**src/hdl/obm_pkg.sv**
```systemverilog
// ----------------------------------------------------------------------------
// obm_pkg: shared definitions of the bid side order book matcher
// Constants, codes, state encoding and control structures.
// ----------------------------------------------------------------------------
package obm_pkg;

  localparam int ORDER_SLOTS_DEF = 64;
  localparam int PRICE_TICKS_DEF = 1024;
  localparam int QTY_BITS_DEF    = 32;

  localparam int MAX_RESULTS = 64;
  localparam int RES_IDX_W   = 6;
  localparam int RES_CNT_W   = 7;

  localparam logic [1:0] OP_LIMIT_BUY  = 2'd0;
  localparam logic [1:0] OP_LIMIT_SELL = 2'd1;
  localparam logic [1:0] OP_MARKET_SELL = 2'd2;
  localparam logic [1:0] OP_QUERY      = 2'd3;

  localparam logic [1:0] ST_OK       = 2'd0;
  localparam logic [1:0] ST_BAD_QTY  = 2'd1;
  localparam logic [1:0] ST_POOL_FULL = 2'd2;

  typedef enum logic [3:0] {
    S_CLEAR,
    S_IDLE,
    S_QRY,
    S_BUY1,
    S_BUY2,
    S_FILL0,
    S_FILL1,
    S_FILL2,
    S_SCAN,
    S_SCANCHK,
    S_TOP,
    S_TOP2,
    S_ONE,
    S_ERD,
    S_ELD,
    S_EWAIT
  } obm_state_t;

  typedef struct packed {
    logic alloc;
    logic release_slot;
    logic take_id;
  } pool_cmd_t;

endpackage

```
**src/hdl/obm_pool.sv**
```systemverilog
// ----------------------------------------------------------------------------
// obm_pool: order slot allocator and id counter
// Keeps the free slot mask, picks the lowest free slot and hands out ids.
// ----------------------------------------------------------------------------
module obm_pool #(
  parameter int ORDER_SLOTS = obm_pkg::ORDER_SLOTS_DEF,
  localparam int SW = $clog2(ORDER_SLOTS)
) (
  input  logic               clk,
  input  logic               rst_n,
  input  obm_pkg::pool_cmd_t cmd,
  input  logic [SW-1:0]      rel_slot,
  output logic               any_free,
  output logic [SW-1:0]      free_slot,
  output logic [31:0]        next_id
);

  logic [ORDER_SLOTS-1:0] free_r, free_nxt;
  logic [31:0]            id_r, id_nxt;

  always_comb begin
    free_slot = '0;
    for (int i = ORDER_SLOTS - 1; i >= 0; i--) begin
      if (free_r[i]) begin
        free_slot = SW'(i);
      end
    end
  end

  assign any_free = |free_r;
  assign next_id  = id_r;

  always_comb begin
    free_nxt = free_r;
    if (cmd.alloc) begin
      free_nxt[free_slot] = 1'b0;
    end
    if (cmd.release_slot) begin
      free_nxt[rel_slot] = 1'b1;
    end
    id_nxt = id_r;
    if (cmd.take_id) begin
      id_nxt = (id_r == 32'hFFFF_FFFF) ? 32'd1 : id_r + 32'd1;
    end
  end

  always_ff @(posedge clk) begin
    if (!rst_n) begin
      free_r <= '1;
      id_r   <= 32'd1;
    end else begin
      free_r <= free_nxt;
      id_r   <= id_nxt;
    end
  end

endmodule

```
**config.mk**
```make
export PLATFORM = sky130hd
export DESIGN_NAME = obm_pool
export DESIGN_NICKNAME = d
export VERILOG_FILES = /design/src/hdl/obm_pkg.sv /design/src/hdl/obm_pool.sv
export SDC_FILE = /design/constraint.sdc
export NUM_CORES = 1
export LEC_CHECK = 0
export BUFFER_PORTS_ARGS = -buffer_cell sky130_fd_sc_hd__buf_2
export CORE_UTILIZATION = 40
export DETAILED_ROUTE_END_ITERATION = 10
export HOLD_SLACK_MARGIN = 0.02
export PLACE_DENSITY = 0.59
export SYNTH_ARGS = -nofsm -noshare
export SYNTH_HDL_FRONTEND = slang
export SYNTH_SLANG_ARGS = --single-unit
```
**constraint.sdc**
```tcl
create_clock -name clk -period 7.24 [get_ports clk]
set_clock_uncertainty 0.2 [all_clocks]
set_input_delay 0.724 -clock clk [delete_from_list [all_inputs] [get_ports clk]]
set_output_delay 0.724 -clock clk [all_outputs]
set_load 0.01 [all_outputs]
```
# After elaboration in Yosys (flattened, before gate mapping)
# Cells that the tools add are included.
dict set report op_classes {
  n_reduce_logical 3
  order_cmp 4
  n_bitwise 3
  n_eq_ne 1
  add_sub_neg 1
  mux 71
}
# operator count
set op_table {}
lappend op_table {{6-bit 2-to-1 mux} 64}
lappend op_table {{64-bit 2-to-1 mux} 2}
lappend op_table {{64-bit bitwise AND} 1}
lappend op_table {{64-bit NOT} 1}
lappend op_table {{64-bit OR} 1}
lappend op_table {{64-bit OR reduction} 1}
lappend op_table {{32-bit by 1-bit adder with 32-bit output (second input constant)} 1}
lappend op_table {{32-bit equality test (second input constant)} 1}
lappend op_table {{32-bit 2-to-1 mux} 1}
lappend op_table {{6-bit by 7-bit < comparator with 1-bit output (second input constant)} 2}
lappend op_table {{1-bit demux with 6-bit select} 2}
lappend op_table {{6-bit by 1-bit >= comparator with 1-bit output (second input constant)} 2}
lappend op_table {{1-bit logical AND} 2}
lappend op_table {{1-bit 2-to-1 mux} 2}
dict set report word_totals {
  out_inout_bits 39
  wordCells 85
  regBits 96
}

# Longest topological paths before layout
# Gate-level depths: netlist of run 1.
dict set report depth {
  depth_word 73
  mapped_depth 9
  ltp_nobuf 8
}

# Worst setup path after synthesis of run 1
# No wires, ideal clock.
dict set report synth_timing {
  path_type {reg2out}
  from {register free_r[51]}
  to {output free_slot[3]}
  slack_ns 4.502
  n_path_buf 1
  arrival_time_ns 1.814
  path_stages_with_launch 7
  required_time_ns 6.316
  cell_sequence {dfxtp_1 or4_4 a211oi_2 o211ai_1 a311o_2 clkinv_2 buf_8}
}
dict set report synth_via {
  elab_chain_cells 52
}
# item line_no
set synth_rtl {}
lappend synth_rtl {{from (decl)} obm_pool.sv:18} ;# logic [ORDER_SLOTS-1:0] free_r, free_nxt;
lappend synth_rtl {{from (signal assigned)} obm_pool.sv:52} ;# free_r <= free_nxt;
lappend synth_rtl {{6-bit 2-to-1 mux (52 in series)} obm_pool.sv:24} ;# if (free_r[i]) begin
lappend synth_rtl {{to (decl)} obm_pool.sv:14} ;# output logic [SW-1:0] free_slot,
# Every way passes these cells.

# Worst setup path in the final report of run 1
dict set report layout_timing {
  from {register free_r[23]}
  to {output free_slot[2]}
}
dict set report layout_via {
  elab_chain_cells 24
}
# item line_no
set layout_rtl {}
lappend layout_rtl {{6-bit 2-to-1 mux (24 in series)} obm_pool.sv:24}
# Every way passes these cells.

==> results of run 1 <==
-- final cells by class --
| class | count | area, um^2 | share of cell area |
|---|---|---|---|
| Sequential cell | 96 | 1922 | 0.3317 |
| Tap cell | 168 | 210.2 | 0.03628 |
| Multi-Input combinational cell | 485 | 2968 | 0.5122 |
| Timing Repair Buffer | 51 | 260.3 | 0.04491 |
| Clock buffer | 9 | 225.2 | 0.03887 |
| Inverter | 30 | 113.9 | 0.01965 |
| Clock inverter | 7 | 95.09 | 0.01641 |
-- power by group --
group | total [mW] | switching [mW] | internal, mW
logic | 0.0528 | 0.0386 | 0.0142
registers | 0.534 | 0.00370 | 0.530
clock network | 0.521 | 0.218 | 0.303
total | 1.11 | 0.260 | 0.848
-- per-stage QoR --
stage | setup slack [ns] | hold slack (ns) | instance area [um^2] | cells
CTS | 3.591 | 0.3078 | 5794 | 846
finish | 3.472 | 0.3133 | 5794 | 846
floorplan | 4.502 | 0.2640 | 5107 | 635
global placement | 3.986 | 0.3024 | 5474 | 830
detailed placement | 3.870 | 0.2910 | 5474 | 830
global route | 3.423 | 0.3286 | 5794 | 846
-- flip-flops by register name, summed over array words and instances (netlist names) --
signal,count
free_r,64
next_id,32
-- worst paths after layout --
kind | start | end | slack [ns] | cells past startpoint
max | free_r[23] | free_slot[2] | 3.47 | 6
min | free_r[2] | free_r[2] | 0.31 | 1
max reg2reg | free_r[47] | free_r[17] | 3.78 | 7
min reg2reg | free_r[2] | free_r[2] | 0.31 | 1
-- cells by family after synthesis --
kind of cell,Yosys count,synth area share
fa+ha+maj,1,0.002449
simple gates,253,0.2577
flops,96,0.3763
xor+xnor,31,0.05316
buf+inv,54,0.04262
compound gates,200,0.2678
-- layer usage --
| metal | GRT usage | vias up | part of all wire |
|---|---|---|---|
| met5 | 0 | - | 0 |
| met3 | 0.06273 | 38 | 0.074 |
| met2 | 0.3602 | 184 | 0.43 |
| li1 | - | 2436 | - |
| met4 | 0.1152 | 0 | 0.028 |
| met1 | 0.3324 | 2372 | 0.47 |
-- synth_stat cells (all sizes together) (3+ instances only) --
cell type   n
a2111oi     4
a211oi      3
a21bo      18
a21boi      4
a21o       12
a21oi      39
a31oi       6
and2        3
and3        9
and4        7
buf         5
clkbuf     19
dfxtp      96
inv        29
nand2      42
nand2b      5
nand3      37
nand3b      3
nand4      18
nor2       75
nor2b       4
nor3       15
nor4       20
o2111ai     4
o211ai     16
o21a        3
o21ai      55
o21bai      3
o221ai     12
o22a        5
o311ai      5
o31ai       5
or3b        3
or4         8
xnor2      11
xor2       20
==> summary.md, run 1 <==
| Metric | Value |
|---|---|
| Nature of the critical path endpoint | `output port` |
| Root buffer cell | `sky130_fd_sc_hd__clkbuf_16` |
| Total Power | `approximately 1.1 mW` |
| Post-route DRC | `0` |
| Outcome | `finished, final reports clean` |
| Cell-by-cell trace of the critical path | `nor4_1 -> nand3_1 -> a21oi_1 -> o22a_1 -> inv_2 -> buf_2` |
| Post-CTS clock slew at the launch and capture registers of the worst setup and hold paths | `0.07 ns` |
| Max stage delay cell, worst path | `sky130_fd_sc_hd__nor4_1` |
| Clock sink count | `96` |
| Worst relative slew slack | `0.3204` |
| Dominant delay contributor by cell family on the critical path | `compound AO/OA/AOI/OAI gates` |
| Synth cell types | `a little under 60` |
| Top FF cell, synth | `sky130_fd_sc_hd__dfxtp_1` |
| Post-detailed-route wirelength per cell | `between 15 and 20 um` |
| Ys async rst share | `0` |
| Global-route wire length before repair | `between 20000 and 25000 um` |
| Max Slew Vio Count | `0` |
| Crit path launch type | `register` |
| Clock latency of the later-clocked register in the worst-skew pair | `around 0.36 ns` |
| TritonCTS buffer count | `9` |
| CTS hold repair buffers | `0` |
| Number of diodes added for antenna fixing | `0` |
| Biggest fanout along the worst timing path | `9` |
| Maximum buffer depth of the clock tree | `2` |
| Number of global-route vias before repair | `~4.6k` |
| Overflow left after global routing | `0` |
| Total via count in the routed design | `5030` |
| Area leader, netlist | `sky130_fd_sc_hd__dfxtp_1` |
| Count of boundary I/O pins | `50` |
| Slew at the pin with the worst max-slew slack | `around 1 ns` |
| Die Wd | `between 100 and 150 um` |
| Portion of the clock cycle consumed by the worst path in the final layout | `0.5205` |
| Number of gates given a new drive strength after cts | `0` |
| Antenna-violating nets left | `0` |
| Number of synthesized flops with an enable pin | `0` |
| Share of cells above drive strength 1 | `0.1490` |
| Via-to-Cell Ratio | `a little under 6` |
| Power density over the cells | `~190 nW/um^2` |
| Number of hold-slack violations in the final timing report | `0` |
| Post-synth top area share | `0.3763` |
| Number of fill cells | `1293` |
| Most used cells in the layout excluding fill and tap cells | `sky130_fd_sc_hd__dfxtp_1, sky130_fd_sc_hd__nor2_1, sky130_fd_sc_hd__o21ai_0, sky130_fd_sc_hd__buf_2, sky130_fd_sc_hd__nand2_1` |
| Yosys warnings | `0` |
| DR pass1 iterations | `6` |
| Share of synthesized area occupied by flip-flops and latches | `0.3763` |
| Maximum clock frequency | `about 0.27 GHz` |
| Starting density of the core | `0.4182` |
| Finished Core Util | `0.4745` |
| Most frequent standard cell in the layout excluding fill and tap cells | `sky130_fd_sc_hd__dfxtp_1` |
| Core footprint | `12210 um^2` |
| Accumulated negative setup slack | `0 ns` |
| H-tree depth | `3` |
| Mapped cell area | `between 5000 and 6000 um^2` |
| Seq cells post-synth | `96` |
| Time the worst path needs with I/O delays and setup | `between 3 and 4 ns` |
| Count of routing violations after the opening detailed-route iteration | `344` |
| Final routed wirelength across all metal layers | `15490 um` |
| Signal arrival time at the worst endpoint | `2.84 ns` |
| Class of the worst hold path | `reg2reg` |
| Number of port buffers | `49` |
| Post-layout net count | `685` |
| Top cells by area, synth | `sky130_fd_sc_hd__dfxtp_1, sky130_fd_sc_hd__nor2_1, sky130_fd_sc_hd__o21ai_0` |
| Die height | `115.0 um` |
| Critical Path RT | `6.32 ns` |
| Critical path's largest stage delay | `between 0.6 and 0.7 ns` |
| Maximum number of pins on one net before global-route repair | `about 70` |
| Syn Inst Count | `approximately 640` |
| Number of antenna violations at the first check in global routing | `0` |
| Worst-case vdd ir drop | `roughly 0.11 mV` |
| Unrepaired setup endpoints after global routing | `false` |
| Leakage power of the design | `approximately 2.2 nW` |
| Final setup vio count | `0` |
| Die Outline Area | `around 13000 um^2` |
| Layout Area Growth over Synthesis | `13.45%` |
| WS Path Type | `reg2out` |
| Post-CTS repair timing setup buffer count | `0` |
| Count of max-cap constraint violations | `0` |
| Total routing resource utilization after global routing | `0.2443` |
| Half-perimeter wire length after placement | `about 11000 um` |
| Mapped Avg Cell Area | `just over 8 um^2` |
| TritonCTS clock tree | `done` |
| Mapped Nets | `647` |
| Worst path buffer plus inverter count | `2` |
| Row Count | `40` |
| Routability cong. | `0.8732` |
Power figures use the tool's default switching activity.
==> run 2: changes to the inputs <==
--- a/config.mk
+++ b/config.mk
@@ -5,6 +5,7 @@
 export SDC_FILE = /design/constraint.sdc
 export NUM_CORES = 1
 export LEC_CHECK = 0
+export ABC_AREA = 1
 export BUFFER_PORTS_ARGS = -buffer_cell sky130_fd_sc_hd__buf_2
 export CORE_UTILIZATION = 40
 export DETAILED_ROUTE_END_ITERATION = 10
==> constraint.sdc (replaced) <==
create_clock -name clk -period 3.9 [get_ports clk]
set_clock_uncertainty 0.2 [all_clocks]
set_input_delay 0.39 -clock clk [delete_from_list [all_inputs] [get_ports clk]]
set_output_delay 0.39 -clock clk [all_outputs]
set_load 0.01 [all_outputs]
==> summary.md, run 2 <==
| Metric | Value |
|---|---|
| Outcome | `finished with violations` |
| Violations in the final reports | `setup timing` |
| Area after detailed placement | `5869 um^2` |
| TritonCTS clock tree | `done` |
| Reg2reg path depth | `70` |
| Internal power consumption | `~1.6 mW` |
| Overflow left after global routing | `0` |
| WS Path Type | `reg2out` |
| Critical path's largest stage delay | `0.32 ns` |
| Seq cells post-synth | `between 90 and 100` |
| Post-synth top area share | `0.3679` |
| Largest register by flop count | `free_r` |
| Post-route DRC | `0` |
| Number of hold-slack violations in the final timing report | `0` |
| Switching share of power | `0.2602` |
| Portion of the clock cycle consumed by the worst path in the final layout | `1.174` |
| Most common library cells after synthesis | `sky130_fd_sc_hd__nand2_1, sky130_fd_sc_hd__inv_1, sky130_fd_sc_hd__dfxtp_1` |
| Max Slew Vio Count | `0` |
| Worst-case vdd ir drop | `~0.17 mV` |
| Max stage delay cell, worst path | `sky130_fd_sc_hd__dfxtp_2` |
| Reg-to-reg critical path startpoint | `free_r[62]` |
| DR pass1 iterations | `5` |
| Row Count | `between 40 and 50` |
| Post-detailed-route wirelength per cell | `roughly 15 um` |
| Yosys warnings | `0` |
| Most instantiated library cell after synthesis | `sky130_fd_sc_hd__nand2_1` |
| Critical Path RT | `between 3 and 4 ns` |
| Mapped Nets | `846` |
| Biggest fanout along the worst timing path | `2` |
| Layout Area Growth over Synthesis | `24.46%` |
| Class of the worst hold path | `in2reg` |
| Clock latency of the later-clocked register in the worst-skew pair | `approximately 0.36 ns` |
| Proportion of power drawn by combinational gates | `0.096` |
| Die Wd | `between 100 and 150 um` |
| Count of max-cap constraint violations | `0` |
| Worst relative slew slack | `0.2903` |
| Power density over the cells | `between 300 and 400 nW/um^2` |
| Routability cong. | `approximately 0.87` |
| Ys async rst share | `0` |
| Starting density of the core | `0.4123` |
| Top cells by area, synth | `sky130_fd_sc_hd__dfxtp_1, sky130_fd_sc_hd__nand2_1, sky130_fd_sc_hd__inv_1` |
| Final routed wirelength across all metal layers | `roughly 17000 um` |
| Signal arrival time at the worst endpoint | `around 4 ns` |
| Count of routing violations after the opening detailed-route iteration | `456` |
| Root buffer cell | `sky130_fd_sc_hd__clkbuf_16` |
| Flip-flop count of the largest register, all copies and words added | `64` |
| Dominant delay contributor by cell family on the critical path | `simple AND/OR/NAND/NOR gates` |
| Number of port buffers | `49` |
| Post-layout net count | `roughly 930` |
| M3 GR Usage | `0.05138` |
| Levels on crit path | `66` |
| Antenna-violating nets left | `0` |
| Half-perimeter wire length after placement | `approximately 11000 um` |
| Clock network power share | `0.435` |
| Slew at the pin with the worst max-slew slack | `1.056 ns` |
| Total via count in the routed design | `between 5k and 6k` |
| Total routing resource utilization after global routing | `0.2527` |
| Clock sink count | `96` |
| Final non-filler cell area | `roughly 6500 um^2` |
| Launching element of the worst setup path | `free_r[62]` |
| Time the worst path needs with I/O delays and setup | `4.578 ns` |
| Count of boundary I/O pins | `50` |
| Routing usage on met1 | `0.3718` |
| Worst Hold Margin | `roughly 0.041 ns` |
| Most repeated library cell on the critical path | `sky130_fd_sc_hd__nand2_1` |
| Number of diodes added for antenna fixing | `0` |
| Mapped Avg Cell Area | `roughly 6.3 um^2` |
| Crit Reg-Reg Endpoint | `free_r[2]` |
| Number of global-route vias before repair | `4789` |
| Number of antenna violations at the first check in global routing | `0` |
| Die Outline Area | `around 14000 um^2` |
| Met2 global-route usage | `0.3598` |
| TritonCTS buffer count | `9` |
| Setup slack, reg-to-reg | `-0.48 ns` |
| Net switching power | `0.5478 mW` |
| H-tree depth | `3` |
| Global-route wire length before repair | `around 26000 um` |
| Unrepaired setup endpoints after global routing | `true` |
| Most used cells in the layout excluding fill and tap cells | `sky130_fd_sc_hd__nand2_1, sky130_fd_sc_hd__inv_1, sky130_fd_sc_hd__dfxtp_1, sky130_fd_sc_hd__nor2_1, sky130_fd_sc_hd__a21oi_1` |
| Worst path buffer plus inverter count | `3` |
| Critical path endpoint | `free_slot[0]` |
| Most frequent standard cell in the layout excluding fill and tap cells | `sky130_fd_sc_hd__nand2_1` |
| Share of cells above drive strength 1 | `0.1676` |
| Post-CTS clock slew at the launch and capture registers of the worst setup and hold paths | `about 0.070 ns` |
| Total Power | `around 2.1 mW` |
| Share of synthesized area occupied by flip-flops and latches | `0.3679` |
| Core footprint | `roughly 13000 um^2` |
| Via-to-Cell Ratio | `about 5` |
| Nature of the critical path endpoint | `output port` |
| Mapped cell area | `5224 um^2` |
| Syn Inst Count | `~830` |
| Worst Setup Slack, final | `-0.6777 ns` |
| Top FF cell, synth | `sky130_fd_sc_hd__dfxtp_1` |
| Die height | `~120 um` |
| Number of synthesized flops with an enable pin | `0` |
| Maximum clock frequency | `0.2185 GHz` |
| Leakage power of the design | `between 3 and 4 nW` |
| Crit path launch type | `register` |
| Maximum number of pins on one net before global-route repair | `44` |
| Maximum buffer depth of the clock tree | `2` |
| Area leader, netlist | `sky130_fd_sc_hd__dfxtp_1` |
| Most heavily used metal layer in global routing | `met1` |
| Synth cell types | `39` |
| Final setup vio count | `63` |
| Seq pwr share | `0.469` |
## run 2: cell types whose count changed in the layout (fill, tap and decap cells not counted), sizes merged, moves of 16 or more
cell / before / now
inv: 30 / 118
xor2: 20 / 3
nand2: 42 / 267
o21ai: 55 / 6
o211ai: 16 / 0
buf: 51 / 92
a21oi: 39 / 69
nor2: 75 / 91
a21bo: 18 / 0
nand4: 18 / 38
## run 2: cell type report
type	count	area, um^2
flip-flops and latches	96	1924
inverters	119	446.7
well taps	172	215.2
fillers	1324	6170
multi-input cells	594	2833
clock inverters	6	70.07
clock buffers	9	225.2
repair buffers	95	787.0
## run 2: how the worst min path moves through the flow
stage,startpoint,to,slack (ns),cells after the start
after floorplan,free_r[55],free_r[55],0.24,2
after global placement,free_r[5],free_r[5],0.25,2
after detailed placement,free_r[36],free_r[36],0.25,2
after CTS,cmd[2],free_r[0],0.03,2
after global routing,cmd[2],free_r[0],0.06,2
final,cmd[2],free_r[0],0.04,2
## run 2: what timing repair did
| action | in CTS | in global routing |
|---|---|---|
| hold buffers | 0 | 0 |
| gates resized for setup | 10 | 27 |
| endpoints found under the setup margin | 63 | 65 |
| buffers inserted | 3 | 4 |
| gates cloned | 2 | 3 |
| pin swaps | 2 | 19 |
## run 2: through the flow
step           setup TNS, ns  setup slack [ns]  std cells  utilization
2_1_floorplan              0           0.05299        834            -
3_3_place_gp          -15.72           -0.3306       1066       0.4632
3_5_place_dp          -17.38           -0.3573       1066       0.4632
4_1_cts               -26.54           -0.6994       1086       0.4958
5_1_grt               -69.40            -1.346       1091       0.5131
6_report              -25.50           -0.6777       1091       0.5131
## run 2: kinds of logic (layout without fill, tap and decap cells)
| logic type | after synthesis | after routing | synth area share |
|---|---|---|---|
| flops | 96 | 96 | 0.3679 |
| compound gates | 99 | 99 | 0.1104 |
| buf+inv | 144 | 229 | 0.1090 |
| simple gates | 485 | 485 | 0.3952 |
| fa+ha+maj | 1 | 1 | 0.002395 |
| xor+xnor | 9 | 9 | 0.01509 |
## run 2: power groups by stage
stage / sequential, mW / combinational (mW) / clock (mW)
2_1_floorplan: 1.01 / 0.0888 / 0
4_1_cts: 0.988 / 0.168 / 0.928
3_5_place_dp: 1.01 / 0.145 / 0
5_1_grt: 0.988 / 0.212 / 0.964
6_report: 0.988 / 0.201 / 0.916
3_3_place_gp: 1.01 / 0.145 / 0
## run 2: routing by layer
metal | part of all wire | routed length [um]
met1 | 0.49 | 8176
met2 | 0.41 | 6780
met3 | 0.077 | 1288
met4 | 0.027 | 443
met5 | 0 | 0
==> run 3: changes to the inputs <==
--- a/config.mk
+++ b/config.mk
@@ -7,6 +7,7 @@
 export LEC_CHECK = 0
 export ABC_AREA = 1
 export BUFFER_PORTS_ARGS = -buffer_cell sky130_fd_sc_hd__buf_2
+export CORE_ASPECT_RATIO = 0.8
 export CORE_UTILIZATION = 40
 export DETAILED_ROUTE_END_ITERATION = 10
 export HOLD_SLACK_MARGIN = 0.02
==> summary.md, run 3 (synthesized netlist as in run 2, its figures left out) <==
| Metric | Value |
|---|---|
| Outcome | `finished with violations` |
| Violations in the final reports | `setup timing` |
| Worst Hold Margin | `around 0.048 ns` |
| Critical Path RT | `about 3.3 ns` |
| Number of global-route vias before repair | `~5.1k` |
| Row Count | `36` |
| Most repeated library cell on the critical path | `sky130_fd_sc_hd__nand2_1` |
| Largest register by flop count | `free_r` |
| Most used cells in the layout excluding fill and tap cells | `sky130_fd_sc_hd__nand2_1, sky130_fd_sc_hd__inv_1, sky130_fd_sc_hd__dfxtp_1, sky130_fd_sc_hd__nor2_1, sky130_fd_sc_hd__a21oi_1` |
| Biggest fanout along the worst timing path | `2` |
| Post-route DRC | `0` |
| Via-to-Cell Ratio | `5.284` |
| Signal arrival time at the worst endpoint | `around 4.0 ns` |
| Layout Area Growth over Synthesis | `25.94%` |
| Net switching power | `about 0.55 mW` |
| Die Wd | `about 130 um` |
| Reg-to-reg critical path startpoint | `free_r[62]` |
| Root buffer cell | `sky130_fd_sc_hd__clkbuf_16` |
| Max stage delay cell, worst path | `sky130_fd_sc_hd__dfxtp_2` |
| Most frequent standard cell in the layout excluding fill and tap cells | `sky130_fd_sc_hd__nand2_1` |
| Worst setup slack before clock tree synthesis | `-0.3403 ns` |
| Worst relative slew slack | `0.1719` |
| Clock network power share | `0.433` |
| Proportion of power drawn by combinational gates | `0.097` |
| Portion of the clock cycle consumed by the worst path in the final layout | `1.167` |
| CTS hold repair buffers | `0` |
| H-tree depth | `3` |
| Max Slew Vio Count | `0` |
| Unrepaired setup endpoints after global routing | `true` |
| Count of boundary I/O pins | `50` |
| Area after detailed placement | `~5800 um^2` |
| Total routing resource utilization after global routing | `0.2561` |
| Count of max-cap constraint violations | `0` |
| Flip-flop count of the largest register, all copies and words added | `64` |
| Clock sink count | `96` |
| Number of diodes added for antenna fixing | `0` |
| TritonCTS clock tree | `done` |
| Total via count in the routed design | `around 5.7k` |
| Internal power consumption | `1.556 mW` |
| Reg2reg path depth | `70` |
| Post-CTS clock slew at the launch and capture registers of the worst setup and hold paths | `around 0.070 ns` |
| Leakage power of the design | `3.139 nW` |
| FF+latch area | `~1900 um^2` |
| Switching share of power | `0.2604` |
| Die Outline Area | `around 14000 um^2` |
| Half-perimeter wire length after placement | `between 10000 and 15000 um` |
| Maximum clock frequency | `roughly 0.22 GHz` |
| Antenna-violating nets left | `0` |
| Crit path launch type | `register` |
| Number of antenna violations at the first check in global routing | `0` |
| Nature of the critical path endpoint | `output port` |
| Clock latency of the later-clocked register in the worst-skew pair | `~0.36 ns` |
| Number of port buffers | `just under 50` |
| Number of hold-slack violations in the final timing report | `0` |
| Setup slack, reg-to-reg | `-0.45 ns` |
| Final routed wirelength across all metal layers | `about 17000 um` |
| Final setup vio count | `63` |
| Hold Path Origin | `cmd[2]` |
| Seq pwr share | `0.470` |
| Share of cells above drive strength 1 | `0.1900` |
| Worst Hold Endpoint | `free_r[0]` |
| Power density over the cells | `319.9 nW/um^2` |
| Worst-case vdd ir drop | `about 0.22 mV` |
| Class of the worst hold path | `in2reg` |
| Time the worst path needs with I/O delays and setup | `between 4 and 5 ns` |
| DR pass1 iterations | `5` |
| Worst hold path stage count | `2` |
| Overflow left after global routing | `0` |
| Starting density of the core | `0.4202` |
| Die height | `~100 um` |
| Slew at the pin with the worst max-slew slack | `between 1 and 1.5 ns` |
| Post-layout net count | `between 900 and 1k` |
| Core footprint | `roughly 12000 um^2` |
| Footprint of the multi-input gates | `slightly below 3000 um^2` |
| WS Path Type | `reg2out` |
| Maximum number of pins on one net before global-route repair | `40` |
| Count of routing violations after the opening detailed-route iteration | `705` |
| Crit Reg-Reg Endpoint | `free_r[22]` |
| Worst Setup Slack, final | `-0.6507 ns` |
| TritonCTS buffer count | `9` |
| Final non-filler cell area | `around 6600 um^2` |
| Maximum buffer depth of the clock tree | `2` |
| Global-route wire length before repair | `approximately 27000 um` |
| Critical path's largest stage delay | `0.33 ns` |
| Post-detailed-route wirelength per cell | `between 15 and 20 um` |
| Number of fill cells | `1268` |
| Routability cong. | `roughly 0.89` |
## run 3: cell type report
class                   instances  share of cell area
well taps                     171             0.03252
clock inverters                 7             0.01084
repair buffers                 91              0.1135
clock buffers                   9             0.03423
flip-flops and latches         96              0.2927
inverters                     119             0.06790
multi-input cells             594              0.4483
## run 3: through the flow
step / utilization / total power, mW / TNS [ns] / cells
CTS: 0.5056 / 2.086 / -28.06 / 1081
global route: 0.5292 / 2.171 / -72.25 / 1087
floorplan: - / 1.100 / 0 / 834
global placement: 0.4699 / 1.150 / -18.74 / 1059
detailed placement: 0.4699 / 1.152 / -18.77 / 1059
finish: 0.5292 / 2.104 / -26.24 / 1087
## run 3: metal layers
layer  share of wire  vias to the layer above  track usage  routed length [um]
li1                -                     2858            -                   -
met1            0.49                     2652       0.3921                8200
met2            0.41                      201       0.3556                6994
met3           0.078                       33      0.05247                1313
met4           0.023                        0      0.07060                 381
met5               0                        -            0                   0
## run 3: power groups by stage
stage | sequential (mW) | clock [mW] | combinational [mW]
global placement | 1.01 | 0 | 0.140
finish | 0.989 | 0.911 | 0.205
floorplan | 1.01 | 0 | 0.0888
detailed placement | 1.01 | 0 | 0.141
global route | 0.989 | 0.967 | 0.216
CTS | 0.988 | 0.923 | 0.174
## run 3: worst max-delay path by stage
stage	from	to	slack, ns	cells past startpoint
after floorplan	free_r[61]	free_slot[0]	0.05	65
after global routing	free_r[62]	free_slot[0]	-1.37	66
after CTS	free_r[62]	free_slot[0]	-0.68	66
final	free_r[62]	free_slot[0]	-0.65	66
after detailed placement	free_r[62]	free_slot[0]	-0.34	66
after global placement	free_r[62]	free_slot[0]	-0.35	66
## run 3: what timing repair did
| action | CTS | global route |
|---|---|---|
| gates resized for setup | 3 | 51 |
| pin swaps | 1 | 30 |
| gates cloned | 4 | 2 |
| setup endpoints to repair | 63 | 65 |
| buffers inserted | 2 | 5 |
## run 3: critical path, delay by kind of cell (launching register included)
kind | cells | cell delay (ns)
buffers and inverters | 3 | 0.18
DFF | 1 | 0.33
and+or+nand+nor | 63 | 3.07
